<file path="config.mk">
export PLATFORM = sky130hd
export DESIGN_NAME = qth_cordic_stage
export DESIGN_NICKNAME = d
export VERILOG_FILES = /design/src/sv/qth_pkg.sv /design/src/sv/qth_cordic_stage.sv
export VERILOG_INCLUDE_DIRS = /design/src /design/src/sv
export SDC_FILE = /design/constraint.sdc
export NUM_CORES = 1
export LEC_CHECK = 0
export BUFFER_PORTS_ARGS = -buffer_cell sky130_fd_sc_hd__buf_2
export CAP_MARGIN = 25
export CORE_MARGIN = 3
export CORE_UTILIZATION = 57
export CTS_CLUSTER_DIAMETER = 150
export DETAILED_ROUTE_END_ITERATION = 8
export MAX_ROUTING_LAYER = met4
export PLACE_DENSITY = 0.93
export SLEW_MARGIN = 10
export SYNTH_ARGS = -nofsm -noshare
export SYNTH_HDL_FRONTEND = slang
export SYNTH_SLANG_ARGS = --single-unit
</file>
<file path="constraint.sdc">
create_clock -name clk_i -period 4.5 [get_ports clk_i]
set_input_delay 0 -clock clk_i [delete_from_list [all_inputs] [get_ports clk_i]]
set_output_delay 0 -clock clk_i [all_outputs]
set_load 0.03 [all_outputs]
</file>
<file path="src/sv/quaternion_to_heading_top_assert.svh">
// Assertion macros shared by the quaternion to heading RTL.
`ifndef QUATERNION_TO_HEADING_TOP_ASSERT_SVH
`define QUATERNION_TO_HEADING_TOP_ASSERT_SVH

// Clocked check, off while reset is asserted.
`define QTH_ASSERT(lbl, prop, msg) \
  lbl: assert property (@(posedge clk_i) disable iff (!rst_ni) (prop)) else $error(msg);

// Clocked check that also holds during reset.
`define QTH_ASSERT_ALWAYS(lbl, prop, msg) \
  lbl: assert property (@(posedge clk_i) (prop)) else $error(msg);

`endif

</file>
<file path="src/sv/qth_pkg.sv">
// Types, constants and tables for the quaternion to heading pipeline.
package qth_pkg;

  localparam int CORDIC_STEPS_DEF   = 16;
  localparam int QUAT_FRAC_BITS_DEF = 14;

  localparam int QUAT_W    = 16;
  localparam int PROD_W    = 2 * QUAT_W;
  localparam int XY_W      = 36;   // vector width incl. CORDIC gain and pre-rotation
  localparam int Z_W       = 26;   // angle, 2^-16 degree
  localparam int H_W       = 28;   // angle plus offset
  localparam int OFF_W     = 9;
  localparam int HEAD_W    = 16;
  localparam int ANG_FRAC  = 16;
  localparam int HEAD_FRAC = 6;
  localparam int TABLE_LEN = 24;

  // atan(2^-n) in degrees, scaled by 2^16
  localparam int ATAN_TAB [TABLE_LEN] = '{
    2949120, 1740967, 919879, 466945, 234379, 117304, 58666, 29335,
    14668, 7334, 3667, 1833, 917, 458, 229, 115,
    57, 29, 14, 7, 4, 2, 1, 0
  };

  typedef struct packed {
    logic signed [XY_W-1:0] x;
    logic signed [XY_W-1:0] y;
    logic signed [Z_W-1:0]  z;
    logic                   zero;   // input vector was (0,0): angle forced to 0
  } cordic_t;

endpackage

</file>
<file path="src/sv/qth_cordic_stage.sv">
// One vectoring CORDIC iteration as a registered pipeline stage.
`include "quaternion_to_heading_top_assert.svh"

module qth_cordic_stage #(
  parameter int STEP = 0
) (
  input  logic             clk_i,
  input  logic             rst_ni,
  input  logic             valid_i,
  output logic             ready_o,
  input  qth_pkg::cordic_t data_i,
  output logic             valid_o,
  input  logic             ready_i,
  output qth_pkg::cordic_t data_o
);

  localparam int XY_W = qth_pkg::XY_W;
  localparam int Z_W  = qth_pkg::Z_W;
  localparam logic signed [Z_W-1:0] ATAN = Z_W'(qth_pkg::ATAN_TAB[STEP]);

  logic                   valid_q;
  logic signed [XY_W-1:0] dx, dy;
  qth_pkg::cordic_t       data_d, data_q;

  assign ready_o = !valid_q || ready_i;

  always_comb begin
    dx          = data_i.y >>> STEP;
    dy          = data_i.x >>> STEP;
    data_d.zero = data_i.zero;
    if (!data_i.y[XY_W-1]) begin
      data_d.x = data_i.x + dx;
      data_d.y = data_i.y - dy;
      data_d.z = data_i.z + ATAN;
    end else begin
      data_d.x = data_i.x - dx;
      data_d.y = data_i.y + dy;
      data_d.z = data_i.z - ATAN;
    end
  end

  always_ff @(posedge clk_i or negedge rst_ni) begin
    if (!rst_ni) begin
      valid_q <= 1'b0;
    end else if (ready_o) begin
      valid_q <= valid_i;
    end
  end

  always_ff @(posedge clk_i) begin
    if (ready_o && valid_i) data_q <= data_d;
  end

  assign valid_o = valid_q;
  assign data_o  = data_q;

  `QTH_ASSERT(stage_hold_on_stall,
    valid_q && !ready_i |=> valid_q && $stable(data_q),
    "CORDIC stage lost or changed a stalled item")

endmodule

</file>
# --- Word-level counts from Yosys, hierarchy flattened ---
# Index checks and enable logic that the tools add are counted.
classes:
  mux: 1
  addsub: 5
  reduce_logical: 3
op_table:
  columns: ["operator", "n"]
  rows:
  - ["$mux W98", 1]
  - ["$sub A36 B36 Y36", 2]
  - ["$add A36 B36 Y36", 1]
  - ["$add A26 B23 Y26 const B", 1]
  - ["$sub A26 B23 Y26 const B", 1]
  - ["$logic_and A1 B1 Y1", 1]
  - ["$logic_not A1 Y1", 1]
  - ["$logic_or A1 B1 Y1", 1]
word_totals:
  in_bits: 103
  output_inout_bits: 101
  word_cells: 14
  reg_bits: 100

# --- Longest topological paths before layout ---
logic_depth:
  depth_word: 3
  ltp_mapped: 13

# --- Least setup slack after synthesis ---
# OpenSTA, ideal clock, no wires.
synth_timing:
  path_type: "register to register"
  start: "register valid_q (netlist: valid_o)"
  end: "register data_q, in the netlist data_o[0], enable pin"
  t_arrival_ns: 3.147
  period_less_slack_ns: 3.614
  stages_incl_launch_ff: 3
  setup_ns: 0.467
  t_required_ns: 4.033
  path_slack_ns: 0.886
  cell_sequence: "dfrtp_1 -> nand2b_1 -> and2_1"
synth_between:
  elab_chain_len: 3
synth_rtl:
  columns: ["item", "line_no", "text"]
  rows:
  - ["from (decl)", "qth_cordic_stage.sv:21", "logic valid_q;"]
  - ["from (signal assigned)", "qth_cordic_stage.sv:46", "valid_q <= valid_i;"]
  - ["$logic_not A1 Y1", "qth_cordic_stage.sv:25", "assign ready_o = !valid_q || ready_i;"]
  - ["$logic_or A1 B1 Y1", "qth_cordic_stage.sv:25", null]
  - ["via ready_o", "qth_cordic_stage.sv:10", "output logic ready_o,"]
  - ["$logic_and A1 B1 Y1", "qth_cordic_stage.sv:51", "if (ready_o && valid_i) data_q <= data_d;"]
  - ["to (signal assigned)", "qth_cordic_stage.sv:51", null]
  - ["to (decl)", "qth_cordic_stage.sv:23", "qth_pkg::cordic_t data_d, data_q;"]
# The timed path passes the listed nets, and every way through them passes these cells.
# A chain may end at the register's enable or synchronous reset.

==> reports/qor.txt <==
Nets = 1566
Critical path class = input port to register
First-pass GRT wire length = 49400 um
Number of global-route vias before repair = 9179
Worst Path Arrival = 3320 ps
Hold Buf Count CTS = 23
Share of cells above drive strength 1 = 0.181
Placed cells = 1528
EDFF count, synth = 98
Most frequent cells in the layout = buf_2, a21oi_1, ha_1, inv_1, edfxtp_1
Gr busiest metal = met2
Skew final = 8.78 ps
Largest family of logic cells by synthesized area = compound AO/OA/AOI/OAI gates
Req. time, crit path = 4580 ps
Critical Path Fanout Max = 19
Setup TNS Final = 0 ps
Register Area = 2970 sq um
Pleak = 5.16 nW
Diodes inserted = 0
Resize count post-CTS = 0
Max-Slew Margin vs Limit = 0.425
DRC violations left = 0
Worst min path class = input port to register
Leading area contributor after synthesis = edfxtp_1
CTS clk-pin slew, worst paths = 70 ps
Fmax achieved = 309 MHz
Max Transition Viols Final = 0
Area occupied by multi-input gates = 6240 sq um
GR Overflow Total = 0
Yosys cell types = 81
Area share of xor/xnor cells in the synthesized design = 0.0665
Post-Syn Area = 9880 sq um
Setup Viol. Count Final = 0
Final non-filler cell total = 1566
Simple-gate share of the synthesized area = 0.141
Std cell rows = 47
Syn. warnings = 0
Synth Register Bits = 99
Crit path time final = 3240 ps
Final period util = 0.720
Highest ir drop seen on vdd = 186 uV
Cell Pwr Density = 299 nW/um^2
Gr usage total = 0.342
Antenna Nets Post-Route = 0
Total routed wirelength = 32500 um
Initial Utilization = 0.590
First drt pass iteration count = 5
Die X = 138 um
Met1 usage = 0.436
Mapped Nets = 1375
Synth Area in Adders = 0.156
Fill count = 1344
Dpl hpwl = 25300 um
Area growth, synth to finish = 16.8%
# port buffers = 203
Met2 GRT Util = 0.563
Vias per Instance = 6.20
CP startpoint kind = input port
1st-iter DRT viols = 1073
Async S/R FF share, synth = 0.0101
Num CTS Buffers = 9
FF-to-FF setup slack = 2250 ps
Post-synth top area share = 0.298
Via count = 9707
Routability cong. = 1.03
Post CTS Setup Buffer Count = 0
Die ar. = 19000 sq um
RSZ-0062 raised after global routing = no
Synth Instances = 1151
Largest net degree at the start of global routing = 64
Max_cap viols = 0
Worst-Margin Slew = 863 ps
Synth area leaders = edfxtp_1, ha_1, a21oi_1, xnor2_1, inv_1
Clock insertion delay at the later pin of the skew report = 350 ps
Final Hold Fails = 0
Mux cell area share after synthesis = 0.0182
Clock Sinks = 99
CP endpoint kind = register
Synth Area in Compound Gates = 0.250
Post-synthesis sequential area ratio = 0.300
Clock Root Buffer = clkbuf_16
Initial antenna violation count = 0
Primary FF master, synth = edfxtp_1
CTS tree = done
IO Pins = 204
Met3 layer usage reported by global route = 0.0438
Syn Area/Cell = 8.58 sq um
Clk buf depth = 2
H-Tree Depth = 3
Routed WL per cell = 20.8 um
CORE AREA = 16800 sq um
Status = completed
Vert. Die Dim = 138 um
Most common cell after layout, fill and taps aside = buf_2
-- metal layers --
| metal | wire length, um | up-vias | part of all wire |
|---|---|---|---|
| met2 | 15600 | 525 | 0.48 |
| met3 | 2620 | 80 | 0.081 |
| met4 | 975 | 0 | 0.030 |
| met1 | 13300 | 4597 | 0.41 |
| li1 | - | 4505 | - |
| met5 | 0 | - | 0 |
-- metrics by stage --
step	power [mW]	area (sq um)	setup slack, ps	utilization	hold slack [ps]
final	3.44	11500	1260	0.688	64.6
after global routing	3.60	11500	1110	0.688	77.5
after CTS	3.42	11500	1330	0.688	56.6
after detailed placement	2.60	11000	1010	0.657	-220
after global placement	2.57	11000	1060	0.657	-224
after floorplan	2.18	9880	886	-	-296
-- kinds of logic after synthesis --
logic type               after synthesis
adder cells (fa/ha/maj)              121
buffers and inverters                173
AO/OA/AOI/OAI                        383
multiplexers                          18
AND/OR/NAND/NOR                      282
flip-flops                            99
XOR/XNOR                              75
-- worst max-delay path, cell delays in order --
cell       delay [ps]
buf_2             110
inv_1              50
ha_1              720
nand4_1           270
or3_1             470
o221ai_1          380
a221oi_1          200
o41ai_1           620
a2111oi_2         190
mux2i_1           200
o21ai_0           110
-- synthesized netlist by cell type (all sizes together), types with 7 or more instances --
| master | number |
|---|---|
| mux2i | 18 |
| a31oi | 7 |
| nor2 | 93 |
| nand2 | 62 |
| nand2b | 11 |
| o21bai | 27 |
| nor3 | 27 |
| a21o | 31 |
| xnor2 | 59 |
| clkbuf | 31 |
| o31ai | 11 |
| edfxtp | 98 |
| xor2 | 16 |
| nor2b | 18 |
| o21ai | 84 |
| ha | 117 |
| nand3 | 11 |
| a21oi | 133 |
| buf | 24 |
| o211ai | 11 |
| o21a | 15 |
| nand4 | 13 |
| a211oi | 10 |
| nor4 | 11 |
| inv | 117 |
-- registers in the layout (all words and copies together), names as in the netlist --
name     flops
data_o      98
valid_o      1
-- final cells by class --
type                    instances  share of cell area
clock inverters                 6             0.00629
repair buffers                235               0.114
inverters                     118              0.0384
flip-flops and latches         99               0.257
clock buffers                   9              0.0195
multi-input cells             879               0.541
well taps                     220              0.0239
-- where the power goes --
group	internal (mW)	leakage [nW]	switching (mW)	total, mW
Sequential	1.16	0.944	0.0280	1.19
Combinational	0.485	4.07	0.962	1.45
Clock	0.437	0.148	0.371	0.807
Total	2.08	5.16	1.36	3.44
-- worst paths after layout --
check | depth (start not counted) | start | endpoint
setup reg to reg | 3 | valid_o | data_o[32]
setup / recovery | 11 | data_i[44] | data_o[61]
min in group asynchronous | 3 | rst_ni | valid_o
max in group asynchronous | 3 | rst_ni | valid_o
hold / removal | 3 | data_i[63] | data_o[27]
hold reg to reg | 3 | valid_o | valid_o
Note: power is estimated with default switching activity, not from simulation.
