===== src/sv/quaternion_to_heading_top_assert.svh =====
// Assertion macros shared by the quaternion to heading RTL.
`ifndef QUATERNION_TO_HEADING_TOP_ASSERT_SVH
`define QUATERNION_TO_HEADING_TOP_ASSERT_SVH

// Clocked check, off while reset is asserted.
`define QTH_ASSERT(lbl, prop, msg) \
  lbl: assert property (@(posedge clk_i) disable iff (!rst_ni) (prop)) else $error(msg);

// Clocked check that also holds during reset.
`define QTH_ASSERT_ALWAYS(lbl, prop, msg) \
  lbl: assert property (@(posedge clk_i) (prop)) else $error(msg);

`endif


===== src/sv/qth_pkg.sv =====
// Types, constants and tables for the quaternion to heading pipeline.
package qth_pkg;

  localparam int CORDIC_STEPS_DEF   = 16;
  localparam int QUAT_FRAC_BITS_DEF = 14;

  localparam int QUAT_W    = 16;
  localparam int PROD_W    = 2 * QUAT_W;
  localparam int XY_W      = 36;   // vector width incl. CORDIC gain and pre-rotation
  localparam int Z_W       = 26;   // angle, 2^-16 degree
  localparam int H_W       = 28;   // angle plus offset
  localparam int OFF_W     = 9;
  localparam int HEAD_W    = 16;
  localparam int ANG_FRAC  = 16;
  localparam int HEAD_FRAC = 6;
  localparam int TABLE_LEN = 24;

  // atan(2^-n) in degrees, scaled by 2^16
  localparam int ATAN_TAB [TABLE_LEN] = '{
    2949120, 1740967, 919879, 466945, 234379, 117304, 58666, 29335,
    14668, 7334, 3667, 1833, 917, 458, 229, 115,
    57, 29, 14, 7, 4, 2, 1, 0
  };

  typedef struct packed {
    logic signed [XY_W-1:0] x;
    logic signed [XY_W-1:0] y;
    logic signed [Z_W-1:0]  z;
    logic                   zero;   // input vector was (0,0): angle forced to 0
  } cordic_t;

endpackage


===== src/sv/qth_front.sv =====
// Rotation matrix terms from the quaternion and CORDIC pre-rotation, two stages.
`include "quaternion_to_heading_top_assert.svh"

module qth_front #(
  parameter int QUAT_FRAC_BITS = qth_pkg::QUAT_FRAC_BITS_DEF
) (
  input  logic                                clk_i,
  input  logic                                rst_ni,
  input  logic                                valid_i,
  output logic                                ready_o,
  input  logic signed [qth_pkg::QUAT_W-1:0]   quat_real_i,
  input  logic signed [qth_pkg::QUAT_W-1:0]   quat_i_i,
  input  logic signed [qth_pkg::QUAT_W-1:0]   quat_j_i,
  input  logic signed [qth_pkg::QUAT_W-1:0]   quat_k_i,
  output logic                                valid_o,
  input  logic                                ready_i,
  output qth_pkg::cordic_t                    data_o
);

  localparam int XY_W = qth_pkg::XY_W;
  localparam int Z_W  = qth_pkg::Z_W;
  localparam logic signed [XY_W-1:0] ONE =
    {{(XY_W-1){1'b0}}, 1'b1} << (2 * QUAT_FRAC_BITS);
  localparam logic signed [Z_W-1:0] Z90 = Z_W'(90 <<< qth_pkg::ANG_FRAC);

  logic                               va_q, vb_q;
  logic                               ready_a, ready_b;
  logic signed [qth_pkg::PROD_W-1:0]  jj_d, kk_d, ij_d, rk_d;
  logic signed [qth_pkg::PROD_W-1:0]  jj_q, kk_q, ij_q, rk_q;
  logic signed [XY_W-1:0]             sq_sum, cr_sum, xr, yr;
  qth_pkg::cordic_t                   data_d, data_q;

  assign ready_b = !vb_q || ready_i;
  assign ready_a = !va_q || ready_b;
  assign ready_o = ready_a;

  // stage A: products
  always_comb begin
    jj_d = quat_j_i * quat_j_i;
    kk_d = quat_k_i * quat_k_i;
    ij_d = quat_i_i * quat_j_i;
    rk_d = quat_real_i * quat_k_i;
  end

  // stage B: r11, -r21, then fold the left half plane by +-90 degrees
  always_comb begin
    sq_sum = XY_W'(jj_q) + XY_W'(kk_q);
    cr_sum = XY_W'(ij_q) + XY_W'(rk_q);
    xr     = ONE - (sq_sum <<< 1);
    yr     = -(cr_sum <<< 1);
    data_d.zero = (xr == '0) && (yr == '0);
    data_d.x    = xr;
    data_d.y    = yr;
    data_d.z    = '0;
    if (xr[XY_W-1]) begin
      if (!yr[XY_W-1]) begin
        data_d.x = yr;
        data_d.y = -xr;
        data_d.z = Z90;
      end else begin
        data_d.x = -yr;
        data_d.y = xr;
        data_d.z = -Z90;
      end
    end
  end

  always_ff @(posedge clk_i or negedge rst_ni) begin
    if (!rst_ni) begin
      va_q <= 1'b0;
      vb_q <= 1'b0;
    end else begin
      if (ready_a) va_q <= valid_i;
      if (ready_b) vb_q <= va_q;
    end
  end

  always_ff @(posedge clk_i) begin
    if (ready_a && valid_i) begin
      jj_q <= jj_d;
      kk_q <= kk_d;
      ij_q <= ij_d;
      rk_q <= rk_d;
    end
    if (ready_b && va_q) data_q <= data_d;
  end

  assign valid_o = vb_q;
  assign data_o  = data_q;

  // the fold never turns a nonzero vector into (0,0) or the reverse
  `QTH_ASSERT(zero_flag_match,
    vb_q |-> (data_q.zero == ((data_q.x == '0) && (data_q.y == '0))),
    "zero flag disagrees with vector")

endmodule


===== config.mk =====
export PLATFORM = sky130hd
export DESIGN_NAME = qth_front
export DESIGN_NICKNAME = d
export VERILOG_FILES = /design/src/sv/qth_pkg.sv /design/src/sv/qth_front.sv
export VERILOG_INCLUDE_DIRS = /design/src /design/src/sv
export SDC_FILE = /design/constraint.sdc
export NUM_CORES = 2
export LEC_CHECK = 0
export ABC_AREA = 0
export BUFFER_PORTS_ARGS = -buffer_cell sky130_fd_sc_hd__buf_2
export CORE_ASPECT_RATIO = 2
export CORE_MARGIN = 4
export CORE_UTILIZATION = 60
export DETAILED_ROUTE_END_ITERATION = 8
export GPL_TIMING_DRIVEN = 0
export HOLD_SLACK_MARGIN = 0.15
export PLACE_DENSITY = 0.82
export SLEW_MARGIN = 20
export SYNTH_ARGS = -nofsm -noshare
export SYNTH_HDL_FRONTEND = slang
export SYNTH_SLANG_ARGS = --single-unit

===== constraint.sdc =====
create_clock -name clk_i -period 6.8 [get_ports clk_i]
set_input_delay 1.02 -clock clk_i [delete_from_list [all_inputs] [get_ports clk_i]]
set_output_delay 1.02 -clock clk_i [all_outputs]
set_load 0.02 [all_outputs]

Word level (Yosys, flattened, before mapping):

Cells that the tools add are included.

* register bits: 229
* bits in latches: 0
* RAM bits: 0
* memory bits (read-only): 0
* bits of input ports: 68
* output and inout bits: 101
* memories kept: 0

* add/sub/neg operators: 6
* multiply operators: 4
* div/mod/pow operators: 0
* $lt $le $gt $ge: 0
* eq/ne operators: 0
* shift operators: 0
* muxes and demuxes: 2
* bitwise gates (word level): 0
* reductions and logical operators: 10

Operator list (count)
* 2-to-1 mux 97 bit: 2
* multiplier 16 x 16 -> 32 bit: 4
* zero test 36 bit: 2
* adder 32 x 32 -> 33 bit: 2
* negator 34 -> 36 bit: 1
* negator 35 -> 36 bit: 1
* negator 36 bit: 1
* subtractor 30 x 34 -> 35 bit, first input constant: 1
* logical AND 1 bit: 3
* zero test 1 bit: 2
* logical OR 1 bit: 2
* AND reduction 2 bit: 1

Logic depth before layout (Yosys ltp):

* word-level depth: 5
* gate-level depth with buffers: 28

Least setup slack after synthesis:

OpenSTA, ideal clock, no wires.

* path kind: input -> register
* start point: input port quat_k_i[10] (netlist name)
* end point: register kk_q[30] (netlist name), data pin
* setup time: 262 ps
* data arrival time: 7119 ps
* required time: 6538 ps
* path slack: -581 ps
* cell stages on the path: 23
* buffers on the path: 2
* path through: clkbuf_1 -> clkbuf_1 -> nand2_1 -> fa_1 -> fa_1 -> inv_1 -> fa_1 -> fa_1 -> fa_1 -> inv_1 -> fa_1 -> inv_1 -> ha_1 -> a21o_1 -> a21oi_1 -> o21bai_1 -> a311o_1 -> a31o_2 -> a2111oi_0 -> nor3_1 -> a221oi_1 -> a21oi_1 -> xor2_1

* longest elaborated chain between the ends: 1

RTL lines
* from (decl): RTL line qth_front.sv:14 `input logic signed [qth_pkg::QUAT_W-1:0] quat_k_i,`
* multiplier 16 x 16 -> 32 bit: RTL line qth_front.sv:40 `kk_d = quat_k_i * quat_k_i;`
* via kk_d, one bit: RTL line qth_front.sv:28 `logic signed [qth_pkg::PROD_W-1:0] jj_d, kk_d, ij_d, rk_d;`
* to (signal assigned): RTL line qth_front.sv:81 `kk_q <= kk_d;`
* to (decl): RTL line qth_front.sv:29 `logic signed [qth_pkg::PROD_W-1:0] jj_q, kk_q, ij_q, rk_q;`

The timed path passes the listed nets, and every way through them passes these cells.
A chain may end at the register's enable or synchronous reset.

Final worst setup path:

* start point: input port quat_j_i[7] (netlist name)
* end point: register jj_q[30] (netlist name), data pin

* longest elaborated chain between the ends: 1

RTL lines
* from (decl): RTL line qth_front.sv:13 `input logic signed [qth_pkg::QUAT_W-1:0] quat_j_i,`
* multiplier 16 x 16 -> 32 bit: RTL line qth_front.sv:39 `jj_d = quat_j_i * quat_j_i;`
* via jj_d, one bit: RTL line qth_front.sv:28
* to (signal assigned): RTL line qth_front.sv:80 `jj_q <= jj_d;`
* to (decl): RTL line qth_front.sv:29

The timed path passes the listed nets, and every way through them passes these cells.

==> impl_results.md <==
* Kind of start point of the critical path: input pin
* Routed length on met2 at 82.1 mm
* Post-Synth Adder-Cell Area at 48.9%
* Synthesized flop and latch total at 202
* Antenna viol nets, final at 0
* Initial cell density of the core at 60.4%
* Synth warnings at 0
* Cells after synthesis at 5501
* Mapped Area at 51200 um^2
* Clock root cell: clkbuf_16
* Crit Path Category: in -> reg
* Top sig layer: met5
* CTS sink count at 202
* Crit share post-route at 104%
* Vias in the first global route at 45000
* Library cells used by synthesis at 95
* Final wirelength at 163 mm
* Total track usage at 35.5%
* Hold Crit Class: in -> async
* Slew margin rel. at 23.8%
* CTS tree: yes
* Crit path cell chain: clkbuf_4 > inv_1 > fa_1 > inv_1 > fa_1 > inv_1 > fa_1 > inv_1 > fa_2 > fa_1 > inv_2 > fa_2 > inv_2 > ha_4 > a21o_1 > a21o_1 > buf_4 > buf_4 > a2111o_1 > a31oi_4 > a211o_1 > o22ai_2 > a211o_1 > a21o_4
* R2r setup slk at 0.50 ns
* Critical Path Fanout Max at 4
* Worst skew pair latency at 0.53 ns
* H-tree depth at 1
* Dominant cells by area after synthesis: fa_1, edfxtp_1, ha_1
* Xor and xnor area share after synthesis at 5.23%
* Nets@finish at 7293
* WL/cell at 23.6 um
* Post-synth top area share at 38.9%
* Top_reg_cell synth: edfxtp_1
* Compound-gate portion of the synthesized area at 8.57%
* Fin cells at 6908
* CP Capture Type: flop
* Minimum clock period at 7.08 ns
* Grt total ovfl at 0
* Worst-path clk slew at 0.07 ns
* Via count at 41400
* Initial DRC count at 3162
* Total of max-cap violations at 0
* DR WL met3 at 11.6 mm
* RSZ-0062 raised after global routing: yes
* Metal1 wirelength at 47.6 mm
* Delay of the slowest critical-path stage at 0.66 ns
* Final Hold Viols at 0
* Final HPWL DP at 130 mm
* Die X at 214 um
* Post-synth top cells: inv_1, fa_1, nand2_1
* Syn_area_per_cell at 9.30 um^2
* Synth Area in Simple Gates at 14.1%
* Fill count at 6265
* TritonCTS buffer count at 21
* Number of remaining DRC errors at 0
* GP Congestion at 1.02
* Die H at 421 um
* Die area at 90300 um^2
* Async SR Flop Fraction at 0.990%
* Buffers on Ports at 144
* Cell taking the most area after synthesis: fa_1
* Final Setup Violations at 12
* Clock skew at 0.0128 ns
* Status: finished, violations left
* F_max at 141 MHz
* Req. time, crit path at 7.07 ns
* Mux share of post-synthesis cell area at 0.404%
* Final max-slew violation count at 0
* Global-route wire length before repair at 246 mm
* Initial antenna violation count at 3
* Largest family of logic cells by synthesized area: adder cells
* Top-count cell post-synth: inv_1
* Share of cells above drive strength 1 at 13.0%
* Number of flops mapped to enable cells by yosys at 200
* WP data arrival at 7.35 ns
* Failing checks: setup timing
* DR vias/cell at 5.99
* Fin worst setup slack at -0.275 ns
* Placed cells at 6738
* Register area share after synthesis at 11.8%
* Crit path max-delay cell type: fa_2
* Worst-Margin Slew at 1.13 ns
* Core area at 84600 um^2
* Area Overhead vs Synth at 13.2%
* Ports at 169
* Largest net degree at the start of global routing at 66
* CTS Buffer Depth at 3
* DR pass1 iterations at 6
* Number of core rows at 151
[through the flow]
step	TNS (ns)	instance area, um^2	setup slack [ns]	hold slack [ns]	utilization [%]
after floorplan	-0.0138	51700	-0.0138	0.449	-
after global placement	-53.75	53700	-1.83	0.466	63.5
after detailed placement	-59.28	53800	-2.03	0.501	63.6
after CTS	-0.0347	56400	-0.0245	0.262	66.6
after global routing	-3.01	57900	-0.364	0.271	68.4
final	-1.20	57900	-0.275	0.275	68.4
[flip-flops by register name, indices dropped and copies added (netlist names)]
register,cells
rk_q,32
jj_q,31
valid_o,1
data_o,74
va_q,1
ij_q,32
kk_q,31
[worst max-delay path: cells and delay by family]
family,cells,cell delay [ns]
compound gates,8,1.87
fa+ha+maj,7,3.39
buf+inv,9,1.05
[kinds of logic after synthesis]
family,count (synthesis)
adder cells (fa/ha/maj),1404
buffers and inverters,1463
XOR/XNOR,304
AO/OA/AOI/OAI,661
AND/OR/NAND/NOR,1446
flip-flops,202
other,1
multiplexers,20
[layer usage]
metal	vias to the layer above	track usage [%]
li1	17700	-
met1	20400	33.5
met2	2169	63.2
met3	1021	6.51
met4	6	34.6
met5	-	0
[cell usage in the layout (no fill, tap or decap), drive strengths merged, types with 65 or more instances in the layout]
| master | synthesis | routed |
|---|---|---|
| edfxtp | 200 | 200 |
| buf | 40 | 370 |
| nor3 | 65 | 65 |
| and2 | 343 | 343 |
| ha | 410 | 410 |
| fa | 994 | 994 |
| nor2 | 201 | 201 |
| a21oi | 160 | 160 |
| inv | 1249 | 1244 |
| xnor2 | 219 | 219 |
| xor2 | 84 | 84 |
| clkbuf | 173 | 146 |
| a21o | 85 | 85 |
| nand2 | 534 | 534 |
| o21ai | 146 | 146 |
[path summary, 6_finish.rpt]
check,to,cells past startpoint,startpoint
max,jj_q[30],24,quat_j_i[7]
min,va_q,1,rst_ni
max reg2reg,data_o[51],18,kk_q[2]
min reg2reg,valid_o,1,va_q
max in group asynchronous,valid_o,1,rst_ni
min in group clk_i,valid_o,1,va_q
[repair_timing]
item	CTS	global route
hold buffers	0	0
gates resized for setup	359	323
gates cloned	1	4
setup endpoints to repair	50	30
pin swaps	71	140
buffers inserted	52	85
[layout make-up]
| class | instances | area [um^2] | share of cell area, % |
|---|---|---|---|
| buffer | 203 | 2240 | 3.86 |
| antenna | 3 | 7.51 | 0.0130 |
| multi-input combinational | 3855 | 40700 | 70.4 |
| inverter | 1250 | 4720 | 8.15 |
| clock inverter | 11 | 93.8 | 0.162 |
| sequential | 202 | 6060 | 10.5 |
| timing repair buffer | 288 | 2170 | 3.75 |
| tap | 1071 | 1340 | 2.31 |
| clock buffer | 25 | 541 | 0.933 |
Power is not shown: default switching activity piles up to over one toggle a cycle in this logic, so the estimate is an artifact.
