[src/sv/quaternion_to_heading_top_assert.svh]
// Assertion macros shared by the quaternion to heading RTL.
`ifndef QUATERNION_TO_HEADING_TOP_ASSERT_SVH
`define QUATERNION_TO_HEADING_TOP_ASSERT_SVH

// Clocked check, off while reset is asserted.
`define QTH_ASSERT(lbl, prop, msg) \
  lbl: assert property (@(posedge clk_i) disable iff (!rst_ni) (prop)) else $error(msg);

// Clocked check that also holds during reset.
`define QTH_ASSERT_ALWAYS(lbl, prop, msg) \
  lbl: assert property (@(posedge clk_i) (prop)) else $error(msg);

`endif

[src/sv/qth_pkg.sv]
// Types, constants and tables for the quaternion to heading pipeline.
package qth_pkg;

  localparam int CORDIC_STEPS_DEF   = 16;
  localparam int QUAT_FRAC_BITS_DEF = 14;

  localparam int QUAT_W    = 16;
  localparam int PROD_W    = 2 * QUAT_W;
  localparam int XY_W      = 36;   // vector width incl. CORDIC gain and pre-rotation
  localparam int Z_W       = 26;   // angle, 2^-16 degree
  localparam int H_W       = 28;   // angle plus offset
  localparam int OFF_W     = 9;
  localparam int HEAD_W    = 16;
  localparam int ANG_FRAC  = 16;
  localparam int HEAD_FRAC = 6;
  localparam int TABLE_LEN = 24;

  // atan(2^-n) in degrees, scaled by 2^16
  localparam int ATAN_TAB [TABLE_LEN] = '{
    2949120, 1740967, 919879, 466945, 234379, 117304, 58666, 29335,
    14668, 7334, 3667, 1833, 917, 458, 229, 115,
    57, 29, 14, 7, 4, 2, 1, 0
  };

  typedef struct packed {
    logic signed [XY_W-1:0] x;
    logic signed [XY_W-1:0] y;
    logic signed [Z_W-1:0]  z;
    logic                   zero;   // input vector was (0,0): angle forced to 0
  } cordic_t;

endpackage

[src/sv/qth_wrap.sv]
// Offset add, one wrap by a full turn toward 0..360 and scaling to 1/64 degree, two stages.
`include "quaternion_to_heading_top_assert.svh"

module qth_wrap (
  input  logic                                clk_i,
  input  logic                                rst_ni,
  input  logic                                valid_i,
  output logic                                ready_o,
  input  qth_pkg::cordic_t                    data_i,
  input  logic signed [qth_pkg::OFF_W-1:0]    offset_i,
  output logic                                valid_o,
  input  logic                                ready_i,
  output logic signed [qth_pkg::HEAD_W-1:0]   heading_o
);

  localparam int H_W   = qth_pkg::H_W;
  localparam int SHIFT = qth_pkg::ANG_FRAC - qth_pkg::HEAD_FRAC;
  localparam logic signed [H_W-1:0] DEG360  = H_W'(360 <<< qth_pkg::ANG_FRAC);
  localparam logic signed [H_W-1:0] NEG_DEG = H_W'(-(1 <<< qth_pkg::ANG_FRAC));
  localparam logic signed [H_W-1:0] ROUND   = H_W'((1 <<< SHIFT) - 1);

  logic                              va_q, vb_q;
  logic                              ready_a, ready_b;
  logic signed [H_W-1:0]             h1_d, h1_q, h2, h3, hr;
  logic signed [qth_pkg::HEAD_W-1:0] head_d, head_q;

  assign ready_b = !vb_q || ready_i;
  assign ready_a = !va_q || ready_b;
  assign ready_o = ready_a;

  always_comb begin
    h1_d = (data_i.zero ? '0 : H_W'(data_i.z)) + (H_W'(offset_i) <<< qth_pkg::ANG_FRAC);
  end

  // whole degrees above 359 means h >= 360.0; below 0 means h <= -1.0
  always_comb begin
    h2     = (h1_q >= DEG360) ? h1_q - DEG360 : h1_q;
    h3     = (h2 <= NEG_DEG) ? h2 + DEG360 : h2;
    hr     = h3[H_W-1] ? h3 + ROUND : h3;    // truncate toward zero
    head_d = qth_pkg::HEAD_W'(hr >>> SHIFT);
  end

  always_ff @(posedge clk_i or negedge rst_ni) begin
    if (!rst_ni) begin
      va_q <= 1'b0;
      vb_q <= 1'b0;
    end else begin
      if (ready_a) va_q <= valid_i;
      if (ready_b) vb_q <= va_q;
    end
  end

  always_ff @(posedge clk_i) begin
    if (ready_a && valid_i) h1_q <= h1_d;
    if (ready_b && va_q) head_q <= head_d;
  end

  assign valid_o   = vb_q;
  assign heading_o = head_q;

  `QTH_ASSERT(wrap_in_bounds,
    va_q |-> (h3 < DEG360) && (h3 > -DEG360),
    "wrapped heading out of one turn")

endmodule

[config.mk]
export PLATFORM = sky130hd
export DESIGN_NAME = qth_wrap
export DESIGN_NICKNAME = d
export VERILOG_FILES = /design/src/sv/qth_pkg.sv /design/src/sv/qth_wrap.sv
export VERILOG_INCLUDE_DIRS = /design/src /design/src/sv
export SDC_FILE = /design/constraint.sdc
export NUM_CORES = 1
export LEC_CHECK = 0
export ABC_AREA = 1
export BUFFER_PORTS_ARGS = -buffer_cell sky130_fd_sc_hd__buf_2
export CORE_UTILIZATION = 49
export DETAILED_ROUTE_END_ITERATION = 16
export PLACE_DENSITY = 0.83
export SLEW_MARGIN = 10
export SYNTH_ARGS = -nofsm -noshare
export SYNTH_HDL_FRONTEND = slang
export SYNTH_SLANG_ARGS = --single-unit
export TNS_END_PERCENT = 30
[constraint.sdc]
create_clock -name clk_i -period 3.2 [get_ports clk_i]
set_input_delay 0.64 -clock clk_i [delete_from_list [all_inputs] [get_ports clk_i]]
set_output_delay 0.64 -clock clk_i [all_outputs]
set_load 0.1 [all_outputs]
# After elaboration in Yosys (flattened, before gate mapping)
# Index checks and enable logic that the tools add are counted.
# op_classes
reduce_logical,6
n_mux,4
magnitude_cmp,2
n_addsub,4
# ops
op,count
$mux W28,3
$add A28 B26 Y28 const B,1
$add A28 B28 Y28,1
$ge A28 B26 Y1 const B,1
$le A28 B17 Y1 const B,1
$sub A28 B26 Y28 const B,1
$add A26 B11 Y26 const B,1
$mux W26,1
$logic_and A1 B1 Y1,2
$logic_not A1 Y1,2
$logic_or A1 B1 Y1,2
# word_totals
reg_bits,46
output_inout_bits,18
wordCells,20

# Depth between registers and ports, before layout
# Gate-level depths: netlist of the first run.
# logic_depth
word_depth,6
mapped_depth,22

# Worst setup path before layout of the first run
# Ideal clock, no wire load.
# synth_path
path_kind,reg-to-reg
from,"register vb_q, in the netlist valid_o"
to,register h1_q[0] (enable)
t_arrival_ns,2.644
synth_period_minus_slack_ns,3.023
n_path_buf,0
stages_incl_launch_ff,4
slack_ns,0.177
path_cell_list,dfrtp_1 > nand3_1 > nand2_1 > inv_1
# synth_between
elab_chain_len,4
# synth_rtl
element,line_no,text
"start, declared",qth_wrap.sv:22,"logic va_q, vb_q;"
"start signal, assigned",qth_wrap.sv:49,if (ready_b) vb_q <= va_q;
$logic_not A1 Y1,qth_wrap.sv:27,assign ready_b = !vb_q || ready_i;
$logic_or A1 B1 Y1,qth_wrap.sv:27,
$logic_or A1 B1 Y1,qth_wrap.sv:28,assign ready_a = !va_q || ready_b;
named net ready_o,qth_wrap.sv:8,"output logic ready_o,"
$logic_and A1 B1 Y1,qth_wrap.sv:54,if (ready_a && valid_i) h1_q <= h1_d;
"end signal, assigned",qth_wrap.sv:54,
"end, declared",qth_wrap.sv:24,"logic signed [H_W-1:0] h1_d, h1_q, h2, h3, hr;"
# The timed path passes the listed nets, and every way through them passes these cells.
# A chain may end at the register's enable or synchronous reset.

# Worst setup path after layout of the first run
# layout_path
from,register h1_q[21]
to,"register head_q, in the netlist heading_o[14], data pin"
# layout_between
elab_chain_len,6
elab_cells_between_ends,8
classes_between,3 x add/sub; 2 x order compare; 3 x mux
# layout_rtl
element,line_no,text
$sub A28 B26 Y28 / $ge A28 B26 Y1 (equally long branches),qth_wrap.sv:37,h2 = (h1_q >= DEG360) ? h1_q - DEG360 : h1_q;
$mux W28 *,qth_wrap.sv:37,
$add A28 B26 Y28 / $le A28 B17 Y1 (equally long branches),qth_wrap.sv:38,h3 = (h2 <= NEG_DEG) ? h2 + DEG360 : h2;
$mux W28 *,qth_wrap.sv:38,
$add A26 B11 Y26,qth_wrap.sv:39,hr = h3[H_W-1] ? h3 + ROUND : h3;
$mux W26 *,qth_wrap.sv:39,
named net hr[24],qth_wrap.sv:24,
"end signal, assigned",qth_wrap.sv:55,if (ready_b && va_q) head_q <= head_d;
"end, declared",qth_wrap.sv:25,"logic signed [qth_pkg::HEAD_W-1:0] head_d, head_q;"
# The timed path passes the listed nets; every way through them passes the cells marked *.

==> results_dict.tcl, run 1 <==
set metrics [dict create \
    place_inst 538 \
    clockBufferDepth 2 \
    yosys_warnings 0 \
    area_delta_synth_final_pct 14.2 \
    final_cells 546 \
    fmax_mhz 358 \
    cts_tree "built" \
    timing.hold.ws_ns 0.105 \
    grt_pass1_wl_um 10200 \
    powerDensity_nw_per_um2 554 \
    cts.sinks 46 \
    finalSetupViolCount 0 \
    synth_commonest_cells "nand2_1, inv_1, nor2_1" \
    vdd_drop_max_v 0.000426 \
    synth_fa_ha_area_frac 0.0524 \
    core_area_um2 6390 \
    max_slew_margin 0.679 \
    hold_buffers 0 \
    synth_top_family_by_area "simple AND/OR/NAND/NOR gates" \
    cp.required_ns 3.26 \
    overflow 0 \
    ys_ff_latch 46 \
    synth_xor_area_frac 0.0566 \
    io_pins 130 \
    antenna_found_initial 0 \
    crit_arrival_ns 2.85 \
    die_y_um 83.4 \
    synth_area_leaders "edfxtp_1, nand2_1, inv_1, nor2_1, nand3_1" \
    critPathLaunchType "flop" \
    num-nets-final 593 \
    viasPerCell 4.92 \
    design_area_um2 3710 \
    pre_cts_slack_ns 0.141 \
    syn_area_um2 3250 \
    hold_viol 0 \
    maxCapViolCount 0 \
    fin_util 0.581 \
    syn-num-nets 531 \
    dr.pass1.iters 4 \
    final.min_clock_period_ns 2.79 \
    maxSlewViolCount 0 \
    status "complete, no violations" \
    io_buffers 57 \
    clk_latency_ns 0.30 \
    path_max_fanout 9 \
    cts_resized 0 \
    netlist.area_leader.share 0.407 \
    synth_seq_area_share 0.422 \
    n_fill_cell 559 \
    setup_slack_ns 0.405 \
    totalWireLength_um 5820 \
    vias 2684 \
    start_util 0.509 \
    synth_cell_types 33 \
    min_path_type "in -> async" \
    synth_compound_area_frac 0.0528 \
    critical_path_class "reg -> reg" \
    power.leakage_nw 1.87 \
    synthSimpleGateAreaFrac 0.318 \
    num_rows 29 \
    htree_levels 2 \
    grt_pass1_vias 2537 \
    postPlaceCellArea_um2 3620 \
    die_x_um 83.4 \
    rsz0062_at_grt "false" \
    multi_input_area_um2 1560 \
    wl_per_cell_um 10.7 \
    root_buffer "clkbuf_8" \
    postCtsSetupBuffers 0 \
    synth_mux_area_frac 0 \
    synth_top_area_cell "edfxtp_1" \
    synth.avg_cell_area_um2 8.00 \
    setup_tns_ns 0 \
    gr-usage-all-layers 0.180 \
    antennaDiodeCount 0 \
    layout-drive-gt1-share 0.220 \
    synth-edff-count 44 \
    synth_flop_cell "edfxtp_1" \
    sequential_cell_area_um2 1370 \
    synth_async_sr_flop_share 0.0435 \
    max_slew.worst_pin.slew_ns 0.485 \
    gp_congestion 0.918 \
    cts.clk_slew.worst_paths_ns 0.08 \
    cts_buffers 5 \
    end_kind "flop" \
    min_period_over_period 0.873 \
    drt_drc_violations_left 0 \
    yosys.cell_count.top_type "nand2_1" \
    die-area_um2 6960 \
    hpwl_um 4710 \
    power.total_mw 2.05 \
    grt_max_degree 29 \
    syn_inst 406 \
    clock_skew_ns 0.00786 \
    postRouteAntennaNets 0 \
    drt_iter0_drc 145 \
]
-- cell families after synthesis --
family,Yosys count
and+or+nand+nor,215
adders and majority gates,13
xor gates and xnor gates,21
DFF,46
AOI/OAI and AO/OA,29
buffers and inverters,82
-- power by group --
part / total (mW) / switching [mW] / internal, mW
sequential: 0.805 / 0.0412 / 0.764
combinational: 0.901 / 0.665 / 0.236
clock: 0.347 / 0.193 / 0.154
-- placed cells by master (no fill, tap or decap), drive strengths merged --
cell / n
nand3: 35
inv: 77
a21boi: 1
dfrtp: 2
a31oi: 1
nor2: 68
nand2: 98
o211ai: 1
a21oi: 15
ha: 12
o211a: 1
xnor2: 6
buf: 60
xor2: 15
fa: 1
nor3: 3
edfxtp: 44
o21ai: 10
nand4: 11
clkbuf: 6
clkinv: 2
-- final timing paths --
check                               from            end  slack (ns)  depth (start not counted)
worst max-delay path            h1_q[21]  heading_o[14]        0.41                         19
worst min-delay path              rst_ni        valid_o        0.10                          1
worst max register to register  h1_q[21]  heading_o[14]        0.41                         19
worst min register to register      va_q        valid_o        0.49                          2
max in group asynchronous         rst_ni           va_q        3.00                          1
min in group clk_i                  va_q        valid_o        0.49                          2
-- layout make-up --
type                    count  area share
inverters                  77      0.0779
repair buffers             60      0.0830
clock buffers               6      0.0196
clock inverters             2     0.00371
flip-flops and latches     46       0.370
multi-input cells         278       0.420
well taps                  77      0.0260
-- routing by layer --
metal	track usage	routed length (um)
met4	0.0693	65
met5	0	0
met2	0.340	3100
met1	0.202	2430
met3	0.0268	222
-- sequential cells by signal (all words and copies together) (netlist names) --
name	cells
h1_q	28
va_q	1
heading_o	16
valid_o	1
-- worst max-delay path, cell delays in order (launching register included) --
cell and delay [ns]:
edfxtp_1 0.51, nand3_1 0.18, nand2_1 0.08, inv_1 0.07, nand2_2 0.07, nand2_4 0.14, nand2_8 0.09, nand2_2 0.07
nand2_2 0.08, ha_1 0.20, inv_1 0.10, nand3_1 0.12, nand3_1 0.08, nand2_1 0.11, nand3_2 0.10, nand2_4 0.10
nor2_1 0.16, nand4_1 0.14, nand2_1 0.08, nand2_1 0.06
Note: power is estimated with default switching activity, not from simulation.
==> run 2: changes to the inputs <==
--- a/config.mk
+++ b/config.mk
@@ -10,6 +10,7 @@
 export BUFFER_PORTS_ARGS = -buffer_cell sky130_fd_sc_hd__buf_2
 export CORE_UTILIZATION = 49
 export DETAILED_ROUTE_END_ITERATION = 16
+export HOLD_SLACK_MARGIN = 0.15
 export PLACE_DENSITY = 0.83
 export SLEW_MARGIN = 10
 export SYNTH_ARGS = -nofsm -noshare
==> run 2 against run 1 <==
Final cell count rose by 0.18%. Fmax shrank 0.59%. First-iteration DRC count is 9.0% higher. Sequential share of layout area is 0.10 points lower. Non-clock buffer count rose by 1. Clock power about the same. Critical path type unchanged.
==> results_dict.tcl, run 2 (synthesis gave the netlist of run 1 again) <==
set metrics [dict create \
    power.total_mw 2.06 \
    overflow 0 \
    io_pins 130 \
    antenna_found_initial 0 \
    critPathLaunchType "flop" \
    root_buffer "clkbuf_8" \
    multi_input_area_um2 1560 \
    die_y_um 83.4 \
    sequential_cell_area_um2 1370 \
    status "complete, no violations" \
    grt_pass1_wl_um 10300 \
    die-area_um2 6960 \
    cts_buffers 5 \
    r2r_end "heading_o[14]" \
    grt_max_degree 29 \
    hold_path_end "valid_o" \
    n_fill_cell 554 \
    clockBufferDepth 2 \
    gr-usage-all-layers 0.180 \
    postRouteAntennaNets 0 \
    sequentialPowerShare 0.392 \
    power.leakage_nw 1.87 \
    clk_latency_ns 0.30 \
    switching_share 0.438 \
    crit_family "simple AND/OR/NAND/NOR gates" \
    vdd_drop_max_v 0.000426 \
    crit_top_cell "nand2_1" \
    maxCapViolCount 0 \
    r2r_cells 19 \
    totalWireLength_um 5860 \
    gp_congestion 0.918 \
    crit_slowest_cell "edfxtp_1" \
    layout-drive-gt1-share 0.219 \
    hold_viol 0 \
    drt_iter0_drc 158 \
    hold_buffers 1 \
    clock_skew_ns 0.00686 \
    rrSetupSlack_ns 0.39 \
    fin_util 0.582 \
    final.min_clock_period_ns 2.81 \
    critical_path_class "reg -> reg" \
    cts_resized 0 \
    antennaDiodeCount 0 \
    dr.pass1.iters 5 \
    fmax_mhz 356 \
    crit_arrival_ns 2.87 \
    path_max_fanout 9 \
    num_rows 29 \
    die_x_um 83.4 \
    min_period_over_period 0.879 \
    max_slew.worst_pin.slew_ns 0.484 \
    wl_per_cell_um 10.7 \
    setup_tns_ns 0 \
    timing.hold.ws_ns 0.488 \
    r2r_start "h1_q[21]" \
    max_flop_register "h1_q" \
    cp.required_ns 3.26 \
    maxSlewViolCount 0 \
    largest_register_ffs 28 \
    p_int_mw 1.15 \
    area_delta_synth_final_pct 14.5 \
    max_slew_margin 0.679 \
    num-nets-final 594 \
    max_stage_delay_ns 0.52 \
    start_util 0.509 \
    viasPerCell 4.94 \
    postCtsSetupBuffers 0 \
    cts.clk_slew.worst_paths_ns 0.08 \
    cts_tree "built" \
    finalSetupViolCount 0 \
    mostFrequentLayoutCells "nand2_1, inv_1, nor2_1, buf_2, edfxtp_1" \
    final_common_cell "nand2_1" \
    min_path_type "reg -> reg" \
    htree_levels 2 \
    io_buffers 57 \
    rsz0062_at_grt "false" \
    end_kind "flop" \
    clkPwrFrac 0.170 \
    hpwl_um 4710 \
    switchingPower_mw 0.902 \
    power.share.combinational 0.439 \
    cts.sinks 46 \
    crit_chain "nand3_1 -> nand2_1 -> inv_1 -> nand2_2 -> nand2_4 -> nand2_8 -> nand2_2 -> nand2_2 -> ha_1 -> inv_1 -> nand3_1 -> nand3_1 -> nand2_1 -> nand3_2 -> nand2_4 -> nor2_1 -> nand4_1 -> nand2_1 -> nand2_1" \
    vias 2704 \
    min_from "va_q" \
    crit_buf_inv 2 \
    drt_drc_violations_left 0 \
    core_area_um2 6390 \
    grt_pass1_vias 2547 \
    hold_depth 2 \
    powerDensity_nw_per_um2 553 \
]
-- run 2: cell types whose count changed in the layout (fill, tap and decap cells not counted), sizes merged --
cell,delta
dlygate4sd3,+1
-- run 2: layer usage --
layer  track usage  vias up  routed length (um)
li1              -     1419                   -
met1         0.202     1197                2420
met2         0.341       76                3090
met3        0.0268       12                 230
met4        0.0693        0                 123
met5             0        -                   0
-- run 2: final cells by class --
class / count / share of cell area
clock buffers: 6 / 0.0195
clock inverters: 2 / 0.00370
inverters: 77 / 0.0777
multi-input cells: 278 / 0.419
flip-flops and latches: 46 / 0.369
well taps: 77 / 0.0259
repair buffers: 61 / 0.0855
-- run 2: power groups by stage --
stage / clock, mW / combinational, mW / sequential (mW)
global placement: 0 / 0.872 / 0.815
CTS: 0.358 / 0.902 / 0.805
global route: 0.376 / 0.993 / 0.814
detailed placement: 0 / 0.900 / 0.819
finish: 0.349 / 0.902 / 0.806
floorplan: 0 / 0.505 / 1.06
-- run 2: worst max-delay path by stage --
stage / endpoint / from / cells past startpoint / slack, ns
after floorplan: h1_q[0] / valid_o / 3 / 0.18
after global placement: h1_q[26] / data_i[0] / 15 / 0.20
after detailed placement: h1_q[26] / data_i[0] / 15 / 0.14
after CTS: heading_o[14] / h1_q[21] / 19 / 0.43
after global routing: heading_o[14] / h1_q[21] / 19 / 0.21
final: heading_o[14] / h1_q[21] / 19 / 0.39
-- run 2: worst min-delay path, cell delays in order, from the launching register on --
cell and delay (ns):
dfrtp_1 0.35, inv_1 0.05, nand2_1 0.06
-- run 2: per-stage QoR --
stage / area [um^2] / std cells / setup slack [ns]
5_1_grt: 3720 / 547 / 0.206
3_3_place_gp: 3620 / 538 / 0.202
2_1_floorplan: 3250 / 406 / 0.177
4_1_cts: 3720 / 547 / 0.426
3_5_place_dp: 3620 / 538 / 0.141
6_report: 3720 / 547 / 0.389
